===== src/hw/rtl/ofdmzf_pkg.sv =====
// ----------------------------------------------------------------------------
// OFDM equalizer package
// Shared constants, word type and pilot helpers.
// ----------------------------------------------------------------------------
package ofdmzf_pkg;

    localparam int OFDMZF_FFT_POINTS = 64;
    localparam int OFDMZF_BIN_W      = 6;
    localparam int OFDMZF_PAIR_W     = 5;
    localparam int OFDMZF_PAIRS      = 32;
    localparam int OFDMZF_QDEPTH     = 4;
    localparam int OFDMZF_QBITS      = 17;
    localparam int OFDMZF_REM_W      = 50;

    localparam logic [OFDMZF_BIN_W-1:0] OFDMZF_FIRST_PILOT = 6'd7;
    localparam logic [OFDMZF_BIN_W-1:0] OFDMZF_LAST_PILOT  = 6'd57;
    localparam logic signed [15:0]      OFDMZF_INV_SQRT2   = 16'sd23170;
    // bit n set: pilot n (bin 7+2n) is -sqrt2
    localparam logic [31:0]             OFDMZF_PILOT_NEG   = 32'h0445_EBA;

    // word handed from front to back: sample and its bin estimate
    typedef struct packed {
        logic signed [15:0] xr;
        logic signed [15:0] xi;
        logic signed [15:0] hr;
        logic signed [15:0] hi;
    } ofdmzf_item_t;

    function automatic logic is_pilot(input logic [OFDMZF_BIN_W-1:0] bin);
        return (bin >= OFDMZF_FIRST_PILOT) && (bin <= OFDMZF_LAST_PILOT) && bin[0];
    endfunction

    function automatic logic pilot_neg(input logic [OFDMZF_BIN_W-1:0] bin);
        logic [OFDMZF_BIN_W-1:0] d;
        d = bin - OFDMZF_FIRST_PILOT;
        return OFDMZF_PILOT_NEG[d[OFDMZF_BIN_W-1:1]];
    endfunction

    // floor((x * p * 23170 + 2^14) / 2^15)
    function automatic logic signed [15:0] est_scale(input logic signed [15:0] x,
                                                     input logic neg);
        logic signed [31:0] p;
        logic signed [32:0] s;
        logic signed [32:0] t;
        p = x * OFDMZF_INV_SQRT2;
        s = neg ? -33'(p) : 33'(p);
        t = s + 33'sd16384;
        return t[30:15];
    endfunction

endpackage


===== src/hw/rtl/ofdmzf_front.sv =====
// ----------------------------------------------------------------------------
// OFDM equalizer front end
// Accepts samples, updates the estimate store on pilots, looks up data bins.
// ----------------------------------------------------------------------------
module ofdmzf_front
    import ofdmzf_pkg::*;
(
    input  logic         clk,
    input  logic         rst_n,
    input  logic         s_tvalid,
    output logic         s_tready,
    input  logic [39:0]  s_tdata,   // sample_re, sample_im, subcarrier, pad
    input  logic         s_tuser,   // training
    output logic         q_valid,
    input  logic         q_ready,
    output ofdmzf_item_t q_item
);

    logic                     accept;
    logic                     train;
    logic                     wr_est;
    logic [OFDMZF_BIN_W-1:0]  bin;
    logic [OFDMZF_BIN_W:0]    bin_p1;
    logic [OFDMZF_PAIR_W-1:0] pair;
    logic signed [15:0]       xr;
    logic signed [15:0]       xi;
    logic signed [15:0]       er;
    logic signed [15:0]       ei;
    logic                     neg;

    // one entry per odd/even bin pair
    logic [31:0]              est_mem [OFDMZF_PAIRS];
    logic [OFDMZF_PAIRS-1:0]  est_vld_reg;

    logic                     f_valid_reg;
    logic                     f_valid_next;
    logic signed [15:0]       xr_reg;
    logic signed [15:0]       xi_reg;
    logic [31:0]              rd_reg;
    logic                     hv_reg;

    assign xr     = s_tdata[15:0];
    assign xi     = s_tdata[31:16];
    assign bin    = s_tdata[37:32];
    assign train  = s_tuser;
    assign bin_p1 = {1'b0, bin} + 7'd1;
    assign pair   = bin_p1[OFDMZF_PAIR_W:1];

    assign s_tready = !f_valid_reg || q_ready;
    assign accept   = s_tvalid && s_tready;
    assign wr_est   = accept && train && is_pilot(bin);
    assign neg      = pilot_neg(bin);
    assign er       = est_scale(xr, neg);
    assign ei       = est_scale(xi, neg);

    always_comb
    begin
        f_valid_next = f_valid_reg;
        if (accept && !train)
        begin
            f_valid_next = 1'b1;
        end
        else if (q_ready)
        begin
            f_valid_next = 1'b0;
        end
    end

    always_ff @(posedge clk or negedge rst_n)
    begin
        if (!rst_n)
        begin
            f_valid_reg <= 1'b0;
            est_vld_reg <= '0;
        end
        else
        begin
            f_valid_reg <= f_valid_next;
            if (wr_est)
            begin
                est_vld_reg[pair] <= 1'b1;
            end
        end
    end

    always_ff @(posedge clk)
    begin
        if (wr_est)
        begin
            est_mem[pair] <= {er, ei};
        end
        if (accept && !train)
        begin
            rd_reg <= est_mem[pair];
            hv_reg <= est_vld_reg[pair];
            xr_reg <= xr;
            xi_reg <= xi;
        end
    end

    assign q_valid   = f_valid_reg;
    assign q_item.xr = xr_reg;
    assign q_item.xi = xi_reg;
    assign q_item.hr = hv_reg ? rd_reg[31:16] : 16'sd0;
    assign q_item.hi = hv_reg ? rd_reg[15:0]  : 16'sd0;

endmodule


===== config.mk =====
export PLATFORM = sky130hd
export DESIGN_NAME = ofdmzf_front
export DESIGN_NICKNAME = d
export VERILOG_FILES = /design/src/hw/rtl/ofdmzf_pkg.sv /design/src/hw/rtl/ofdmzf_front.sv
export SDC_FILE = /design/constraint.sdc
export NUM_CORES = 2
export LEC_CHECK = 0
export BUFFER_PORTS_ARGS = -buffer_cell sky130_fd_sc_hd__buf_2
export CAP_MARGIN = 20
export CORE_MARGIN = 2
export CORE_UTILIZATION = 41
export DETAILED_ROUTE_END_ITERATION = 16
export PLACE_DENSITY = 0.66
export SKIP_CTS_REPAIR_TIMING = 1
export SLEW_MARGIN = 20
export SYNTH_ARGS = -nofsm -noshare
export SYNTH_HDL_FRONTEND = slang
export SYNTH_SLANG_ARGS = --single-unit

===== constraint.sdc =====
create_clock -name clk -period 4.4 [get_ports clk]
set_clock_uncertainty 0.1 [all_clocks]
set_input_delay 1.32 -clock clk [delete_from_list [all_inputs] [get_ports clk]]
set_output_delay 1.32 -clock clk [all_outputs]
set_load 0.03 [all_outputs]

### Word level (Yosys, flattened, before mapping)

Memories as Yosys holds them, arrays and structs flattened. A register that Yosys moved wholly into a read port is not among the register bits.
Index checks and enable logic that the tools add are counted.

* register bits: 66
* memory bits (writable): 1024
* ROM bits: 32
* output and inout port bits: 66
* logic and storage cells: 45
* memories: 2

* add/sub/neg operators: 6
* multipliers: 2
* magnitude comparators: 5
* muxes and demuxes: 13
* bitwise logic cells: 1
* reductions and logical operators: 11

Memory list
* est_mem: depth 32, bits a word 32, rd ports 1, clocked after Yosys merged registers in 1, wr ports 1, line ofdmzf_front.sv:32 `logic [31:0] est_mem [OFDMZF_PAIRS];`
* (name not given): depth 32, bits a word 1, rd ports 1, clocked after Yosys merged registers in 0, wr ports 0, line ofdmzf_pkg.sv:36 `return OFDMZF_PILOT_NEG[d[OFDMZF_BIN_W-1:1]];`

Operators with widths (count)
* adder 31 x 16 -> 31 bit (second input constant): 2
* two-way mux 31 bit: 2
* negation 31 bit: 2
* multiplier 16 x 15 -> 30 bit (second input constant): 2
* two-way mux 16 bit: 2
* bitwise OR 32 bit: 1
* < comparator 5 x 6 -> 1 bit (second input constant): 2
* logical AND 1 bit: 7
* two-way mux 1 bit: 7
* adder 6 x 1 -> 6 bit (second input constant): 1
* greater-or-equal comparator 6 x 3 -> 1 bit (second input constant): 1
* <= comparator 6 bit (second input constant): 1
* subtractor 6 x 3 -> 6 bit (second input constant): 1
* binary-select mux 1 bit (select 5 bit): 1
* demux 1 bit (select 5 bit): 1
* greater-or-equal comparator 5 x 1 -> 1 bit (second input constant): 1
* zero test 1 bit: 2
* nonzero test 2 bit: 1
* logical OR 1 bit: 1

### Depth between registers and ports, before layout

* depth after elaboration: 7
* depth in mapped cells: 23
* gate-level depth less buffers: 22

### Worst setup path before layout

No wires, ideal clock.

* path type: input-to-reg
* from: input port s_tdata[6]
* to: memory est_mem[0][30] (data pin)
* library setup time: 387 ps
* arrival: 7507 ps
* required time: 3913 ps
* setup slack: -3594 ps
* stages: 21
* path through: ha_1 -> fa_1 -> inv_1 -> fa_1 -> inv_1 -> fa_1 -> fa_1 -> ha_1 -> ha_1 -> buf_2 -> a21o_1 -> a2111oi_0 -> nor3_1 -> o2111ai_1 -> nand3_1 -> or3_1 -> o41a_1 -> xnor2_1 -> nor3_1 -> nand2_1 -> xnor2_1

* cells in the longest elaborated chain, start to end: 4

RTL lines
* start, declared: line ofdmzf_front.sv:12 `input logic [39:0] s_tdata,`
* multiplier 16 x 15 -> 30 bit *: line ofdmzf_pkg.sv:45 `p = x * OFDMZF_INV_SQRT2;`
* negation 31 bit: line ofdmzf_pkg.sv:46 `s = neg ? -33'(p) : 33'(p);`
* two-way mux 31 bit *: line ofdmzf_pkg.sv:46
* adder 31 x 16 -> 31 bit *: line ofdmzf_pkg.sv:47 `t = s + 33'sd16384;`
* via er[14]: line ofdmzf_front.sv:27 `logic signed [15:0] er;`
* end, declared: line ofdmzf_front.sv:32

Mark *: on every way through the listed nets, which the timed path passes. The rest lies on a longest branch.

### Final worst setup path

* from: input port s_tdata[6]
* to: memory est_mem[13][31] (data pin)

The elaborated chain is that of the path after synthesis.

==> results_dict.tcl <==
set metrics [dict create \
    status "complete, but fails checks" \
    violations "setup timing" \
    dp_hpwl_um 83900 \
    antenna_found_initial 2 \
    grt_pass1_wl_um 192000 \
    largest_reg_flops 1024 \
    dieArea_sq_um 129000 \
    max_slew.worst_pin.slew_ns 1.18 \
    num_rows 130 \
    synth_cells 2887 \
    postSynthNetCount 3307 \
    drc 0 \
    layout_common_cells "1089 x edfxtp_1, 409 x buf_4, 264 x mux4_2" \
    cts_made_buffers 110 \
    wire_per_inst_um 25.5 \
    ys_seq_elements 1122 \
    cp-start-kind "input pin" \
    layout_commonest_cell "edfxtp_1" \
    dp_slack_ns -3.31 \
    clk_pin_slew_ns 0.06 \
    r2r_setup_slack_ns 1.60 \
    arrival_ns 7.09 \
    area_growth_pct 25.6 \
    fin_crit_sh_pct 154 \
    maxSlewViolCount 0 \
    synth.avg_cell_area_sq_um 18.0 \
    final_nets 3938 \
    ctsHtreeMaxLevel 3 \
    avgViaCountPerCell 5.59 \
    via_count 29400 \
    required_ns 4.73 \
    first_global_vias 29700 \
    ant_nets 0 \
    ys_warn_count 0 \
    coreArea_sq_um 126000 \
    wl_um 134000 \
    setup_viol 1024 \
    critPathMaxFanout 32 \
    syn-cell-area_sq_um 51800 \
    cts.sinks 1122 \
    die_y_um 360 \
    timing.final.ws_setup_ns -2.35 \
    timing.hold.ws_ns 0.362 \
    end_kind "register" \
    critical_path_class "in -> reg" \
    synth_edf_count 1089 \
    die_x_um 360 \
    whs_path_depth 1 \
    grt_max_degree 123 \
    r2r-start "q_valid$_DFFE_PN0P_" \
    ios 111 \
    first_iter_violations 2942 \
    io_buffer_count 108 \
    min_period_ns 6.75 \
    max_freq_mhz 148 \
    drive_gt1_share_pct 37.9 \
    final_hold_viol_count 0 \
    min-delay-start "est_vld_reg[24]$_DFFE_PN0P_" \
    slew-limit-headroom_pct 20.9 \
    ys.flop_type "edfxtp_1" \
    gr-usage-all-layers_pct 20.0 \
    rr_endpoint "est_mem[13][13]$_DFFE_PP_" \
    drtPass1Iterations 5 \
    grt.overflow.total 0 \
    place_congestion 0.812 \
    initial_utilization_pct 41.3 \
    seq_area_frac_synth_pct 64.7 \
    cts_tree "done" \
    cts_root_buffer "clkbuf_16" \
    yosysUniqueCellTypes 102 \
    reg2reg_depth 10 \
    whs_endpoint "est_vld_reg[24]$_DFFE_PN0P_" \
    cts_buffer_depth 3 \
    worst_hold_path_type "reg -> reg" \
    rsz0062_at_grt "yes" \
    maxCapViolations 0 \
    clock_latency_ns 0.74 \
    async_reset_ff_share_pct 2.94 \
]
-- cells by family (layout without fill, tap and decap cells) --
kind of cell	count (synthesis)	after routing	share of synthesized area, %
flip-flops	1122	1122	64.7
adder cells (fa/ha/maj)	375	375	10.8
AO/OA/AOI/OAI	322	322	4.66
buffers and inverters	301	1003	2.25
multiplexers	273	273	11.7
XOR/XNOR	106	120	1.88
other	0	1	0
AND/OR/NAND/NOR	388	388	4.11
-- synth_stat cells, types with 7 or more instances --
library cell	count	share of area (%)
buf_1	17	0.12
a31oi_1	7	0.084
and2_1	38	0.46
ha_1	256	6.2
and3_1	12	0.14
o31ai_1	7	0.10
or2_2	34	0.41
nand4_1	45	0.54
inv_1	192	1.4
xor2_1	47	0.79
nand3_1	23	0.22
a21oi_1	42	0.41
nor3_1	22	0.21
nand2_1	56	0.41
a22oi_1	131	1.9
fa_1	119	4.6
clkbuf_1	78	0.56
o21a_1	7	0.10
buf_2	8	0.077
dfrtp_1	33	1.6
edfxtp_1	1089	63
xnor2_1	54	0.91
mux4_2	264	11
o21ai_0	27	0.26
nor2_1	100	0.72
o211ai_1	12	0.17
a21o_1	16	0.23
-- how the worst max path moves through the flow --
stage	endpoint	start	cells after the start	slack (ns)
after detailed placement	est_mem[25][28]$_DFFE_PP_	s_tdata[6]	22	-3.31
after CTS	est_mem[12][28]$_DFFE_PP_	s_tdata[6]	22	-2.58
after global placement	est_mem[25][28]$_DFFE_PP_	s_tdata[6]	22	-3.22
after global routing	est_mem[13][31]$_DFFE_PP_	s_tdata[6]	23	-2.60
final	est_mem[13][31]$_DFFE_PP_	s_tdata[6]	25	-2.35
after floorplan	est_mem[0][31]$_DFFE_PP_	s_tdata[9]	21	-2.94
-- through the flow --
| stage | setup TNS [ns] | utilization (%) | cells | instance area [sq um] |
|---|---|---|---|---|
| final | -1985.88 | 51.9 | 5254 | 65100 |
| after global routing | -2226.13 | 51.9 | 5253 | 65100 |
| after CTS | -2157.42 | 50.9 | 5219 | 64000 |
| after detailed placement | -3109.68 | 48.1 | 5022 | 60500 |
| after global placement | -3063.97 | 48.0 | 5017 | 60300 |
| after floorplan | -2874.29 | - | 2887 | 53200 |
-- area by class of cell --
cell class                 count  area, sq um
clock inverter                61          617
clock buffer                 136         2890
inverter                     193          724
sequential                  1122        33500
antenna                        1         2.50
multi-input combinational   1478        19800
fill                       10000        60500
tap                         1650         2060
timing repair buffer         613         5530
-- layer usage --
layer | track usage, % | vias to the layer above | wire, um
li1 | - | 12700 | -
met1 | 27.9 | 15200 | 54700
met2 | 32.7 | 1237 | 64000
met3 | 3.50 | 191 | 12100
met4 | 5.00 | 0 | 3190
met5 | 0 | - | 0
-- critical path: stages --
cell and delay (ns):
buf_2 0.14, ha_4 0.24, fa_1 0.50, inv_1 0.06, fa_1 0.47, inv_1 0.05, fa_1 0.45, fa_1 0.58
ha_4 0.23, ha_4 0.25, buf_4 0.15, a21oi_4 0.13, o211ai_1 0.13, a221oi_2 0.26, buf_4 0.16, nor4_4 0.03
buf_4 0.17, and2_4 0.15, or4_1 0.49, nand3_2 0.10, nand4b_1 0.16, nor3_2 0.27, nand3_2 0.16, xor2_4 0.22
buf_12 0.17
Power is left out: the tool's default activity adds up to more than one toggle a clock period on the data nets, which glitch-free logic cannot reach.
